$ cat src/rtl/afr_pkg.sv
`default_nettype none
// ----------------------------------------------------------------------------
// afr_pkg: shared types and constants of the address-filtered frame receiver
// Holds the frame flags, the event codes, the phase type, the register
// indexes and the structs passed between the receiver modules.
// ----------------------------------------------------------------------------
package afr_pkg;

  // Field widths.
  localparam int ByteW      = 8;
  localparam int EventW     = 3;
  localparam int StationIdW = 24;
  localparam int MaxLenW    = 8;
  localparam int CountOutW  = 16;
  localparam int CfgIdxW    = 1;
  localparam int CfgDataW   = 24;

  // The identifier is looked up as a zero-padded 8-byte word.
  localparam int IdExtW     = 64;
  localparam int IdPosMaxW  = 3;

  // Frame delimiters.
  localparam logic [ByteW-1:0] StartFlag = 8'h01;
  localparam logic [ByteW-1:0] EndFlag   = 8'h06;

  // Configuration register indexes.
  localparam logic [CfgIdxW-1:0] RegStationId = 1'd0;
  localparam logic [CfgIdxW-1:0] RegMaxLen    = 1'd1;

  // Reset values of the configuration registers.
  localparam logic [StationIdW-1:0] StationIdReset = 24'd0;
  localparam logic [MaxLenW-1:0]    MaxLenReset    = 8'd64;

  typedef enum logic [1:0] {
    PhHunt,
    PhAddr,
    PhPayload,
    PhSkip
  } phase_e;

  typedef enum logic [EventW-1:0] {
    EvIgnored  = 3'd0,
    EvAddress  = 3'd1,
    EvStored   = 3'd2,
    EvDropped  = 3'd3,
    EvAccepted = 3'd4,
    EvRejected = 3'd5,
    EvSkipped  = 3'd6
  } event_e;

  typedef struct packed {
    logic [StationIdW-1:0] station_id;
    logic [MaxLenW-1:0]    max_len;
  } cfg_t;

  typedef struct packed {
    event_e           event_res;
    logic [ByteW-1:0] payload_byte;
    logic [ByteW-1:0] write_index;
    logic [ByteW-1:0] message_len;
  } result_t;

endpackage
`default_nettype wire

$ cat src/rtl/afr_if.sv
`default_nettype none
// ----------------------------------------------------------------------------
// afr_if: request channels of the frame receiver
// One interface for the received byte stream and one for the result stream,
// each with valid, ready and its payload.
// ----------------------------------------------------------------------------
interface afr_in_if;
  logic                        valid;
  logic                        ready;
  logic [afr_pkg::ByteW-1:0]   rx_byte;

  modport source (output valid, output rx_byte, input ready);
  modport sink   (input valid, input rx_byte, output ready);
endinterface

interface afr_out_if;
  logic                          valid;
  logic                          ready;
  logic [afr_pkg::EventW-1:0]    event_res;
  logic [afr_pkg::ByteW-1:0]     payload_byte;
  logic [afr_pkg::ByteW-1:0]     write_index;
  logic [afr_pkg::ByteW-1:0]     message_len;
  logic [afr_pkg::CountOutW-1:0] accepted_frames;
  logic [afr_pkg::CountOutW-1:0] rejected_frames;

  modport source (
    output valid, output event_res, output payload_byte, output write_index,
    output message_len, output accepted_frames, output rejected_frames,
    input ready
  );
  modport sink (
    input valid, input event_res, input payload_byte, input write_index,
    input message_len, input accepted_frames, input rejected_frames,
    output ready
  );
endinterface
`default_nettype wire

$ cat src/rtl/afr_cfg_regs.sv
`default_nettype none
// ----------------------------------------------------------------------------
// afr_cfg_regs: configuration registers
// Decodes the register index of the write port and holds the station
// identifier and the largest stored message length.
// ----------------------------------------------------------------------------
module afr_cfg_regs (
  input  wire logic                           clk_i,
  input  wire logic                           rst_ni,
  input  wire logic                           cfg_we_i,
  input  wire logic [afr_pkg::CfgIdxW-1:0]    cfg_idx_i,
  input  wire logic [afr_pkg::CfgDataW-1:0]   cfg_data_i,
  output afr_pkg::cfg_t                       cfg_o
);

  logic [afr_pkg::StationIdW-1:0] station_id_q;
  logic [afr_pkg::MaxLenW-1:0]    max_len_q;

  // Register writes, selected by index.
  always_ff @(posedge clk_i or negedge rst_ni) begin
    if (!rst_ni) begin
      station_id_q <= afr_pkg::StationIdReset;
      max_len_q    <= afr_pkg::MaxLenReset;
    end else if (cfg_we_i) begin
      case (cfg_idx_i)
        afr_pkg::RegStationId: station_id_q <= cfg_data_i[afr_pkg::StationIdW-1:0];
        afr_pkg::RegMaxLen:    max_len_q    <= cfg_data_i[afr_pkg::MaxLenW-1:0];
        default: ;
      endcase
    end
  end

  assign cfg_o.station_id = station_id_q;
  assign cfg_o.max_len    = max_len_q;

endmodule
`default_nettype wire

$ cat src/rtl/afr_fsm.sv
`default_nettype none
// ----------------------------------------------------------------------------
// afr_fsm: frame parser state and per-byte step
// Holds the frame phase, address match, store length and frame counters,
// and works out the result of one byte in combinational logic.
// ----------------------------------------------------------------------------
module afr_fsm #(
  parameter int COUNT_WIDTH = 16,
  parameter int ID_BYTES    = 3
) (
  input  wire logic                        clk_i,
  input  wire logic                        rst_ni,
  input  wire logic                        step_i,
  input  wire logic [afr_pkg::ByteW-1:0]   byte_i,
  input  afr_pkg::cfg_t                    cfg_i,
  output afr_pkg::result_t                 result_o,
  output logic [COUNT_WIDTH-1:0]           accepted_o,
  output logic [COUNT_WIDTH-1:0]           rejected_o
);

  localparam int PosW = (ID_BYTES > 1) ? $clog2(ID_BYTES) : 1;
  localparam logic [PosW-1:0] LastPos = PosW'(ID_BYTES - 1);

  afr_pkg::phase_e         phase_q, phase_d;
  logic                    match_q, match_d;
  logic [PosW-1:0]         pos_q, pos_d;
  logic [afr_pkg::ByteW-1:0] len_q, len_d;
  logic [COUNT_WIDTH-1:0]  acc_q, acc_d;
  logic [COUNT_WIDTH-1:0]  rej_q, rej_d;

  logic [afr_pkg::IdExtW-1:0]   id_ext;
  logic [afr_pkg::IdPosMaxW-1:0] pos_ext;
  logic [afr_pkg::ByteW-1:0]    want;
  logic                         match_now;

  // Identifier byte expected at the current address position.
  assign id_ext    = afr_pkg::IdExtW'(cfg_i.station_id);
  assign pos_ext   = afr_pkg::IdPosMaxW'(pos_q);
  assign want      = id_ext[{pos_ext, 3'b000} +: afr_pkg::ByteW];
  assign match_now = match_q && (byte_i == want);

  // Next state and result for the byte in the input register.
  always_comb begin
    phase_d = phase_q;
    match_d = match_q;
    pos_d   = pos_q;
    len_d   = len_q;
    acc_d   = acc_q;
    rej_d   = rej_q;
    result_o.event_res    = afr_pkg::EvIgnored;
    result_o.payload_byte = '0;
    result_o.write_index  = '0;
    case (phase_q)
      afr_pkg::PhHunt: begin
        if (byte_i == afr_pkg::StartFlag) begin
          match_d = 1'b1;
          pos_d   = '0;
          phase_d = afr_pkg::PhAddr;
        end
      end
      afr_pkg::PhAddr: begin
        result_o.event_res = afr_pkg::EvAddress;
        match_d = match_now;
        if (pos_q == LastPos) begin
          pos_d = '0;
          if (match_now) begin
            len_d   = '0;
            phase_d = afr_pkg::PhPayload;
          end else begin
            phase_d = afr_pkg::PhSkip;
          end
        end else begin
          pos_d = pos_q + PosW'(1);
        end
      end
      afr_pkg::PhPayload: begin
        if (byte_i == afr_pkg::EndFlag) begin
          result_o.event_res = afr_pkg::EvAccepted;
          acc_d   = acc_q + COUNT_WIDTH'(1);
          phase_d = afr_pkg::PhHunt;
        end else if (len_q < cfg_i.max_len) begin
          result_o.event_res    = afr_pkg::EvStored;
          result_o.payload_byte = byte_i;
          result_o.write_index  = len_q;
          len_d = len_q + 8'd1;
        end else begin
          result_o.event_res = afr_pkg::EvDropped;
        end
      end
      default: begin
        if (byte_i == afr_pkg::EndFlag) begin
          result_o.event_res = afr_pkg::EvRejected;
          rej_d   = rej_q + COUNT_WIDTH'(1);
          phase_d = afr_pkg::PhHunt;
        end else begin
          result_o.event_res = afr_pkg::EvSkipped;
        end
      end
    endcase
    result_o.message_len = len_d;
  end

  assign accepted_o = acc_d;
  assign rejected_o = rej_d;

  // State registers advance once per processed byte.
  always_ff @(posedge clk_i or negedge rst_ni) begin
    if (!rst_ni) begin
      phase_q <= afr_pkg::PhHunt;
      match_q <= 1'b1;
      pos_q   <= '0;
      len_q   <= '0;
      acc_q   <= '0;
      rej_q   <= '0;
    end else if (step_i) begin
      phase_q <= phase_d;
      match_q <= match_d;
      pos_q   <= pos_d;
      len_q   <= len_d;
      acc_q   <= acc_d;
      rej_q   <= rej_d;
    end
  end

endmodule
`default_nettype wire

$ cat src/rtl/address_filtered_frame_receiver_unit.sv
`default_nettype none
// Pipeline: a byte taken from the receive channel is held in the input register,
// then its result is written into the result register, which drives res_o.
// Throughput: one byte per cycle while the result is not stalled; the parser
// step is combinational logic between the input register and the result register.
// A stalled result holds the input register; a new byte is still taken while
// the input register is free.
// Reset: parser back to hunting, counters and length cleared, max length 64.
// ----------------------------------------------------------------------------
// address_filtered_frame_receiver_unit: address-filtered frame receiver
// Parses a flagged byte stream, matches the station identifier and reports
// one event per received byte with the store position and frame counters.
// ----------------------------------------------------------------------------
module address_filtered_frame_receiver_unit #(
  parameter int COUNT_WIDTH = 16,
  parameter int ID_BYTES    = 3
) (
  input  wire logic                         clk_i,
  input  wire logic                         rst_ni,
  afr_in_if.sink                            rx_i,
  afr_out_if.source                         res_o,
  input  wire logic                         cfg_we_i,
  input  wire logic [afr_pkg::CfgIdxW-1:0]  cfg_idx_i,
  input  wire logic [afr_pkg::CfgDataW-1:0] cfg_data_i
);

  localparam int CntOutW = afr_pkg::CountOutW;

  afr_pkg::cfg_t             cfg;
  afr_pkg::result_t          result;
  logic [COUNT_WIDTH-1:0]    accepted;
  logic [COUNT_WIDTH-1:0]    rejected;

  logic                      in_valid_q;
  logic [afr_pkg::ByteW-1:0] in_byte_q;
  logic                      out_valid_q;
  afr_pkg::result_t          out_res_q;
  logic [CntOutW-1:0]        out_acc_q;
  logic [CntOutW-1:0]        out_rej_q;
  logic                      advance;
  logic                      step;

  afr_cfg_regs u_cfg (
    .clk_i      (clk_i),
    .rst_ni     (rst_ni),
    .cfg_we_i   (cfg_we_i),
    .cfg_idx_i  (cfg_idx_i),
    .cfg_data_i (cfg_data_i),
    .cfg_o      (cfg)
  );

  afr_fsm #(
    .COUNT_WIDTH (COUNT_WIDTH),
    .ID_BYTES    (ID_BYTES)
  ) u_fsm (
    .clk_i      (clk_i),
    .rst_ni     (rst_ni),
    .step_i     (step),
    .byte_i     (in_byte_q),
    .cfg_i      (cfg),
    .result_o   (result),
    .accepted_o (accepted),
    .rejected_o (rejected)
  );

  // Pipeline control: the result register moves when empty or taken.
  assign advance     = !out_valid_q || res_o.ready;
  assign step        = in_valid_q && advance;
  assign rx_i.ready  = !in_valid_q || advance;

  // Input register.
  always_ff @(posedge clk_i or negedge rst_ni) begin
    if (!rst_ni) begin
      in_valid_q <= 1'b0;
    end else if (rx_i.ready) begin
      in_valid_q <= rx_i.valid;
    end
  end

  always_ff @(posedge clk_i) begin
    if (rx_i.valid && rx_i.ready) begin
      in_byte_q <= rx_i.rx_byte;
    end
  end

  // Result register.
  always_ff @(posedge clk_i or negedge rst_ni) begin
    if (!rst_ni) begin
      out_valid_q <= 1'b0;
    end else if (advance) begin
      out_valid_q <= in_valid_q;
    end
  end

  always_ff @(posedge clk_i) begin
    if (step) begin
      out_res_q <= result;
      out_acc_q <= CntOutW'(accepted);
      out_rej_q <= CntOutW'(rejected);
    end
  end

  assign res_o.valid           = out_valid_q;
  assign res_o.event_res       = out_res_q.event_res;
  assign res_o.payload_byte    = out_res_q.payload_byte;
  assign res_o.write_index     = out_res_q.write_index;
  assign res_o.message_len     = out_res_q.message_len;
  assign res_o.accepted_frames = out_acc_q;
  assign res_o.rejected_frames = out_rej_q;

  // A stored byte always advances the length by one past its write index.
  a_store_len: assert property (@(posedge clk_i) disable iff (!rst_ni)
    (res_o.valid && res_o.event_res == afr_pkg::EvStored) |->
      (res_o.message_len == res_o.write_index + 8'd1))
    else $error("stored byte length mismatch");

  // A full pipeline with a stalled result must not take a new byte.
  a_stall_blocks: assert property (@(posedge clk_i) disable iff (!rst_ni)
    (in_valid_q && res_o.valid && !res_o.ready) |-> !rx_i.ready)
    else $error("byte accepted while pipeline is full");

  // A result that is not taken holds its event.
  a_hold_event: assert property (@(posedge clk_i) disable iff (!rst_ni)
    (res_o.valid && !res_o.ready) |=> (res_o.valid && $stable(res_o.event_res)))
    else $error("stalled result changed");

  // Only a stored byte carries payload.
  a_payload_zero: assert property (@(posedge clk_i) disable iff (!rst_ni)
    (res_o.valid && res_o.event_res != afr_pkg::EvStored) |->
      (res_o.payload_byte == 8'd0 && res_o.write_index == 8'd0))
    else $error("payload on non-store event");

endmodule
`default_nettype wire

$ cat src/flat_wrapper.sv
// flat-port wrapper written by rule: the top's interface ports become plain ports
module address_filtered_frame_receiver_unit_flat 
#(
  parameter int COUNT_WIDTH = 16,
  parameter int ID_BYTES    = 3
)
  (clk_i, rst_ni, cfg_we_i, cfg_idx_i, cfg_data_i, rx_i_valid, rx_i_rx_byte, rx_i_ready, res_o_valid, res_o_event_res, res_o_payload_byte, res_o_write_index, res_o_message_len, res_o_accepted_frames, res_o_rejected_frames, res_o_ready);
  afr_in_if rx_i_i ();
  afr_out_if res_o_i ();
  input  wire logic clk_i;
  input  wire logic rst_ni;
  input  wire logic cfg_we_i;
  input  wire logic [afr_pkg::CfgIdxW-1:0] cfg_idx_i;
  input  wire logic [afr_pkg::CfgDataW-1:0] cfg_data_i;
  input wire logic [$bits(rx_i_i.valid)-1:0] rx_i_valid;
  input wire logic [$bits(rx_i_i.rx_byte)-1:0] rx_i_rx_byte;
  output wire logic [$bits(rx_i_i.ready)-1:0] rx_i_ready;
  output wire logic [$bits(res_o_i.valid)-1:0] res_o_valid;
  output wire logic [$bits(res_o_i.event_res)-1:0] res_o_event_res;
  output wire logic [$bits(res_o_i.payload_byte)-1:0] res_o_payload_byte;
  output wire logic [$bits(res_o_i.write_index)-1:0] res_o_write_index;
  output wire logic [$bits(res_o_i.message_len)-1:0] res_o_message_len;
  output wire logic [$bits(res_o_i.accepted_frames)-1:0] res_o_accepted_frames;
  output wire logic [$bits(res_o_i.rejected_frames)-1:0] res_o_rejected_frames;
  input wire logic [$bits(res_o_i.ready)-1:0] res_o_ready;
  assign rx_i_i.valid = rx_i_valid;
  assign rx_i_i.rx_byte = rx_i_rx_byte;
  assign rx_i_ready = rx_i_i.ready;
  assign res_o_valid = res_o_i.valid;
  assign res_o_event_res = res_o_i.event_res;
  assign res_o_payload_byte = res_o_i.payload_byte;
  assign res_o_write_index = res_o_i.write_index;
  assign res_o_message_len = res_o_i.message_len;
  assign res_o_accepted_frames = res_o_i.accepted_frames;
  assign res_o_rejected_frames = res_o_i.rejected_frames;
  assign res_o_i.ready = res_o_ready;
  address_filtered_frame_receiver_unit #(.COUNT_WIDTH(COUNT_WIDTH), .ID_BYTES(ID_BYTES)) u_core (.clk_i(clk_i), .rst_ni(rst_ni), .rx_i(rx_i_i), .res_o(res_o_i), .cfg_we_i(cfg_we_i), .cfg_idx_i(cfg_idx_i), .cfg_data_i(cfg_data_i));
endmodule
$ cat config.mk
export PLATFORM = sky130hd
export DESIGN_NAME = address_filtered_frame_receiver_unit_flat
export DESIGN_NICKNAME = d
export VERILOG_FILES = /design/src/rtl/afr_pkg.sv /design/src/rtl/afr_if.sv /design/src/rtl/afr_cfg_regs.sv /design/src/rtl/afr_fsm.sv /design/src/rtl/address_filtered_frame_receiver_unit.sv /design/src/flat_wrapper.sv
export SDC_FILE = /design/constraint.sdc
export NUM_CORES = 1
export LEC_CHECK = 0
export BUFFER_PORTS_ARGS = -buffer_cell sky130_fd_sc_hd__buf_2
export CORE_ASPECT_RATIO = 1.1
export CORE_MARGIN = 10
export CORE_UTILIZATION = 55
export DETAILED_ROUTE_END_ITERATION = 16
export GPL_TIMING_DRIVEN = 0
export PLACE_DENSITY = 0.77
export SYNTH_ARGS = -nofsm -noshare
export SYNTH_HDL_FRONTEND = slang
export SYNTH_HIERARCHICAL = 1
export SYNTH_SLANG_ARGS = --single-unit
$ cat constraint.sdc
create_clock -name clk_i -period 4.34 [get_ports clk_i]
set_input_delay 0.434 -clock clk_i [delete_from_list [all_inputs] [get_ports clk_i]]
set_output_delay 0.434 -clock clk_i [all_outputs]
set_load 0.05 [all_outputs]
## After elaboration in Yosys (flattened, before gate mapping)

Index checks and enable logic that the tools add are counted.

| operators by class | value |
|---|---|
| div/mod/pow operators | 0 |
| shift-type cells | 1 |
| multiplexer cells | 23 |
| add/sub/neg operators | 4 |
| $mul | 0 |
| reductions and logical operators | 16 |
| equality and inequality tests | 8 |
| bitwise logic cells | 3 |
| magnitude comparators | 1 |

Operator list:

| operator | count |
|---|---|
| $mux W16 | 4 |
| $shiftx A64 B6 Y8 | 1 |
| $add A16 B1 Y16 const B | 2 |
| $mux W8 | 4 |
| $pmux W8 S2 | 1 |
| $mux W2 | 6 |
| $pmux W3 S3 | 1 |
| $add A8 B1 Y8 const B | 1 |
| $eq A8 B1 Y1 const B | 1 |
| $eq A8 B3 Y1 const B | 1 |
| $eq A8 B8 Y1 | 1 |
| $lt A8 B8 Y1 | 1 |
| $pmux W2 S2 | 2 |
| $reduce_or A3 Y1 | 2 |
| $eq A2 B2 Y1 const B | 2 |
| $ne A2 B2 Y1 const B | 2 |
| $reduce_and A2 Y1 | 2 |
| $reduce_and A4 Y1 | 1 |
| $logic_and A1 B1 Y1 | 3 |
| $mux W1 | 3 |
| $mux W3 | 1 |
| $not A1 Y1 | 3 |
| $reduce_and A3 Y1 | 1 |
| $reduce_bool A3 Y1 | 1 |
| 7 further kinds | 9 |

| word-level totals | value |
|---|---|
| bits in read-only memories | 0 |
| RAM bits | 0 |
| memories kept | 0 |
| bits in latches | 0 |
| bits in registers | 146 |
| output and inout port bits | 61 |
| logic and storage cells | 73 |

## Longest topological paths before layout

| depth | value |
|---|---|
| word-level depth | 6 |
| gate-level depth with buffers | 10 |

## By module

The synthesis kept the hierarchy.

By module, submodules not included:

| module | area an instance (µm²) | cells each | instances |
|---|---|---|---|
| afr_fsm | 3,674.8 | 436 | 1 |
| address_filtered_frame_receiver_unit | 2,115.8 | 75 | 1 |
| afr_cfg_regs | 1,288.7 | 69 | 1 |

## Least setup slack after synthesis

No wires, ideal clock.

| timing path | value |
|---|---|
| path type | flip-flop to flip-flop |
| start point | register u_core.out_valid_q (netlist: u_core/res_o.valid) |
| end point | register u_core.u_fsm.phase_q[0] |
| cell stages (with the launch flop) | 9 |
| required time | 4.198 ns |
| data arrival time | 3.154 ns |
| setup time | 0.142 ns |
| path slack | 1.044 ns |
| path through | dfrtp_1 -> nand2b_1 -> and2_1 -> clkbuf_1 -> inv_1 -> a21oi_1 -> o311ai_0 -> nor2_1 -> a21oi_1 |

| on the way | value |
|---|---|
| word-level cells in the longest chain between the ends | 4 |

Ends and longest elaborated chain:

| element | line | RTL |
|---|---|---|
| start: declaration | address_filtered_frame_receiver_unit.sv:36 | `logic out_valid_q;` |
| start signal: assignment | address_filtered_frame_receiver_unit.sv:91 | `out_valid_q <= in_valid_q;` |
| $logic_not A1 Y1 | address_filtered_frame_receiver_unit.sv:67 | `assign advance = !out_valid_q \|\| res_o.ready;` |
| $logic_or A1 B1 Y1 | address_filtered_frame_receiver_unit.sv:67 |  |
| $logic_and A1 B1 Y1 | address_filtered_frame_receiver_unit.sv:68 | `assign step = in_valid_q && advance;` |
| named net u_core.step | address_filtered_frame_receiver_unit.sv:41 | `logic step;` |
| $reduce_and A4 Y1 (no source line) | -- |  |
| end signal: assignment | afr_fsm.sv:109 | `phase_q <= afr_pkg::PhHunt;` |
| end signal: assignment | afr_fsm.sv:116 | `phase_q <= phase_d;` |
| end: declaration | afr_fsm.sv:24 | `afr_pkg::phase_e phase_q, phase_d;` |

The timed path passes the listed nets, and every way through them passes these cells.
A chain may end at the register's enable or synchronous reset.

==> results.sh <==
export IMPL_status="completed"
export IMPL_synth_main_ff_cell="dfrtp_1"
export IMPL_synth_area_sq_mm=0.007079
export IMPL_vias=4861
export IMPL_num_io_pins=99
export IMPL_synth_edf_count=67
export IMPL_p_comb_frac=0.217
export IMPL_slew_violations=0
export IMPL_initial_core_util=0.5623
export IMPL_path_clk_slew_ns=0.06
export IMPL_grt_pass1_vias=4955
export IMPL_criticalPathCategory="register to register"
export IMPL_syn_avg_cell_area_sq_um=12.21
export IMPL_placementRows=43
export IMPL_clock_sinks=146
export IMPL_clock_latency_ns=0.41
export IMPL_drt_total_wl_mm=15.16
export IMPL_drive_above_1_share=0.2721
export IMPL_synth_cells=580
export IMPL_track_usage=0.1708
export IMPL_max_freq_ghz=0.3339
export IMPL_post_cts_setup_buffers=0
export IMPL_p_int_mw=2.874
export IMPL_pwr_share_seq=0.411
export IMPL_worstHoldPathType="primary input to register"
export IMPL_die_w_microns=128.2
export IMPL_drc=0
export IMPL_yosysSeqAreaShare=0.5638
export IMPL_setup_violations_final=0
export IMPL_drt_iter0_markers=507
export IMPL_synth_net_count=633
export IMPL_detailed_place_hpwl_mm=11.00
export IMPL_cts_resized=0
export IMPL_layout_common_cells="107 x buf_2, 77 x dfrtp_1, 67 x edfxtp_1, 53 x nand2_1, 48 x xnor2_1"
export IMPL_final_hold_violation_count=0
export IMPL_portBuffers=98
export IMPL_tns_ns=0
export IMPL_ys_seq_elements=146
export IMPL_r2r_cells=9
export IMPL_critPathMaxFanout=10
export IMPL_maxCapViolCount=0
export IMPL_vias_per_cell=5.587
export IMPL_yosys_warnings=6
export IMPL_die_area_sq_mm=0.01781
export IMPL_tightest_slew_ns=0.7619
export IMPL_grt_ovfl_total=0
export IMPL_holdPathStages=1
export IMPL_numCtsBuffers=17
export IMPL_htreeDepth=4
export IMPL_hold_buffers=1
export IMPL_clock_path_buffers=2
export IMPL_total_power_mw=4.085
export IMPL_critPathLaunchType="register"
export IMPL_rsz0062_at_grt="no"
export IMPL_cp_arrival_ns=3.13
export IMPL_tritoncts="yes"
export IMPL_wl_per_cell_microns=17.42
export IMPL_grt_max_degree=54
export IMPL_hold_ws_ns=0.1965
export IMPL_final_common_cell="buf_2"
export IMPL_grt_first_pass_wirelength_mm=24.77
export IMPL_ant_nets=0
export IMPL_antenna_found_initial=0
export IMPL_slew_headroom=0.4921
export IMPL_core_area_sq_mm=0.01259
export IMPL_p_sw_mw=1.211
export IMPL_required_ns=4.48
export IMPL_antenna_diode_count=0
export IMPL_die_h_microns=139.0
export IMPL_period_minus_slack_ns=2.995
export IMPL_ir_worst_vdd_mv=0.2645
export IMPL_p_leak_nw=3.773
export IMPL_gp_congestion=0.8497
export IMPL_drtPass1Iterations=5
export IMPL_nets=753
export IMPL_synth_async_reset_ratio=0.5411
export IMPL_powerDensity_mw_per_mm2=483.8
export IMPL_cts_root_buf="clkbuf_16"
export IMPL_p_clk_frac=0.372
export IMPL_crit_path_end_kind="register"
export IMPL_areaGrowthSynthToFinish_pct=19.28
export IMPL_synth_distinct_cells=57
export IMPL_switching_share=0.2965
export IMPL_fin_crit_sh=0.6902
export IMPL_fin_skew_ns=0.007057
## metal layers
metal	vias to the layer above	GRT usage	part of all wire
li1	2315	-	-
met1	2363	0.2084	0.43
met2	167	0.2811	0.49
met3	16	0.05277	0.062
met4	0	0.05338	0.013
met5	-	0	0
## final cells by class
cell class / instances / area (sq um)
Tap cell: 157 / 196.4
Sequential cell: 146 / 3991
Fill cell: 929 / 4145
Clock inverter: 13 / 183.9
Multi-Input combinational cell: 387 / 2859
Inverter: 15 / 56.30
Timing Repair Buffer: 101 / 550.5
Buffer: 32 / 173.9
Clock buffer: 19 / 432.9
## worst paths after layout
path,from,end,slack [ns]
setup / recovery,u_core/u_fsm/pos_q[1]$_DFFE_PN0P_,u_core/res_o.message_len[4]$_DFFE_PP_,1.34
hold / removal,rx_i_rx_byte[5],u_core/in_byte_q[5]$_DFFE_PP_,0.20
setup reg to reg,u_core/u_fsm/pos_q[1]$_DFFE_PN0P_,u_core/res_o.message_len[4]$_DFFE_PP_,1.34
hold reg to reg,u_core/u_fsm/match_q$_DFFE_PN1P_,u_core/u_fsm/match_q$_DFFE_PN1P_,0.47
max in group asynchronous,rst_ni,u_core/u_fsm/match_q$_DFFE_PN1P_,3.20
min in group asynchronous,rst_ni,u_core/u_cfg/station_id_q[13]$_DFFE_PN0P_,0.50
## power groups by stage
stage          Clock [mW]  Combinational [mW]  Sequential [mW]
2_1_floorplan           0               0.508             1.83
3_3_place_gp            0               0.847             1.70
3_5_place_dp            0               0.881             1.70
4_1_cts              1.55               0.885             1.68
5_1_grt              1.62               0.962             1.69
6_report             1.52               0.888             1.68
## kinds of logic after synthesis
kind of cell,Yosys count,share of synthesized area
AND/OR/NAND/NOR,202,0.1622
flip-flops,146,0.5638
AO/OA/AOI/OAI,63,0.05709
XOR/XNOR,60,0.07423
buffers and inverters,47,0.03252
multiplexers,47,0.08360
adder cells (fa/ha/maj),15,0.02651
## cell usage after synthesis, types with 3 or more instances
library cell  number  area, sq um
nor3b_1            7        52.55
xor2_1            12        105.1
dfrtp_1           77         1927
mux2i_1           10        100.1
edfxtp_1          67         2012
o22ai_1            3        18.77
nand3_1           20        100.1
o221ai_1           7        61.31
o31ai_1            3        22.52
nand2b_1          19        118.9
inv_1             15        56.30
mux2_4            20        300.3
a21oi_1           10        50.05
nand4_1           12        75.07
o21ai_0           23        115.1
nand4b_1           7        61.31
and2_1             6        37.54
clkbuf_1          17        63.81
xnor2_1           48        420.4
buf_2             10        50.05
mux2_2            17        191.4
nor2_1            21        78.83
ha_1              15        187.7
a22o_1             3        26.28
and4_1             4        35.03
nor2b_1            8        50.05
and3_1            29        181.4
nand2_1           53        198.9
## worst max-delay path, stage by stage, from the launching register on
cell and delay (ns):
dfrtp_1 0.35, buf_4 0.19, buf_2 0.28, mux2i_1 0.34
nor3b_1 0.22, o22ai_1 0.12, nor4_2 0.50, a22oi_1 0.35
o21ai_0 0.24, o21ai_0 0.14
## state kept, by name, summed over array words and instances (netlist names)
name / flops
u_core/u_cfg/station_id_q: 24
u_core/u_cfg/max_len_q: 8
u_core/in_byte_q: 8
u_core/u_fsm/phase_q: 2
u_core/res_o.write_index: 8
u_core/res_o.event_res: 3
u_core/in_valid_q: 1
u_core/u_fsm/len_q: 8
u_core/u_fsm/rej_q: 16
u_core/u_fsm/acc_q: 16
u_core/res_o.payload_byte: 8
u_core/res_o.message_len: 8
u_core/res_o.rejected_frames: 16
u_core/u_fsm/match_q: 1
u_core/res_o.valid: 1
u_core/res_o.accepted_frames: 16
u_core/u_fsm/pos_q: 2
## through the flow
stage | cells | setup WS [ns] | cell area [sq um] | util
CTS | 870 | 1.364 | 8444 | 0.6707
global route | 870 | 1.098 | 8444 | 0.6707
finish | 870 | 1.345 | 8444 | 0.6707
global placement | 835 | 0.4216 | 7766 | 0.6169
floorplan | 580 | 1.044 | 7079 | -
detailed placement | 837 | 1.317 | 7818 | 0.6210
(Power assumes the default switching activity.)
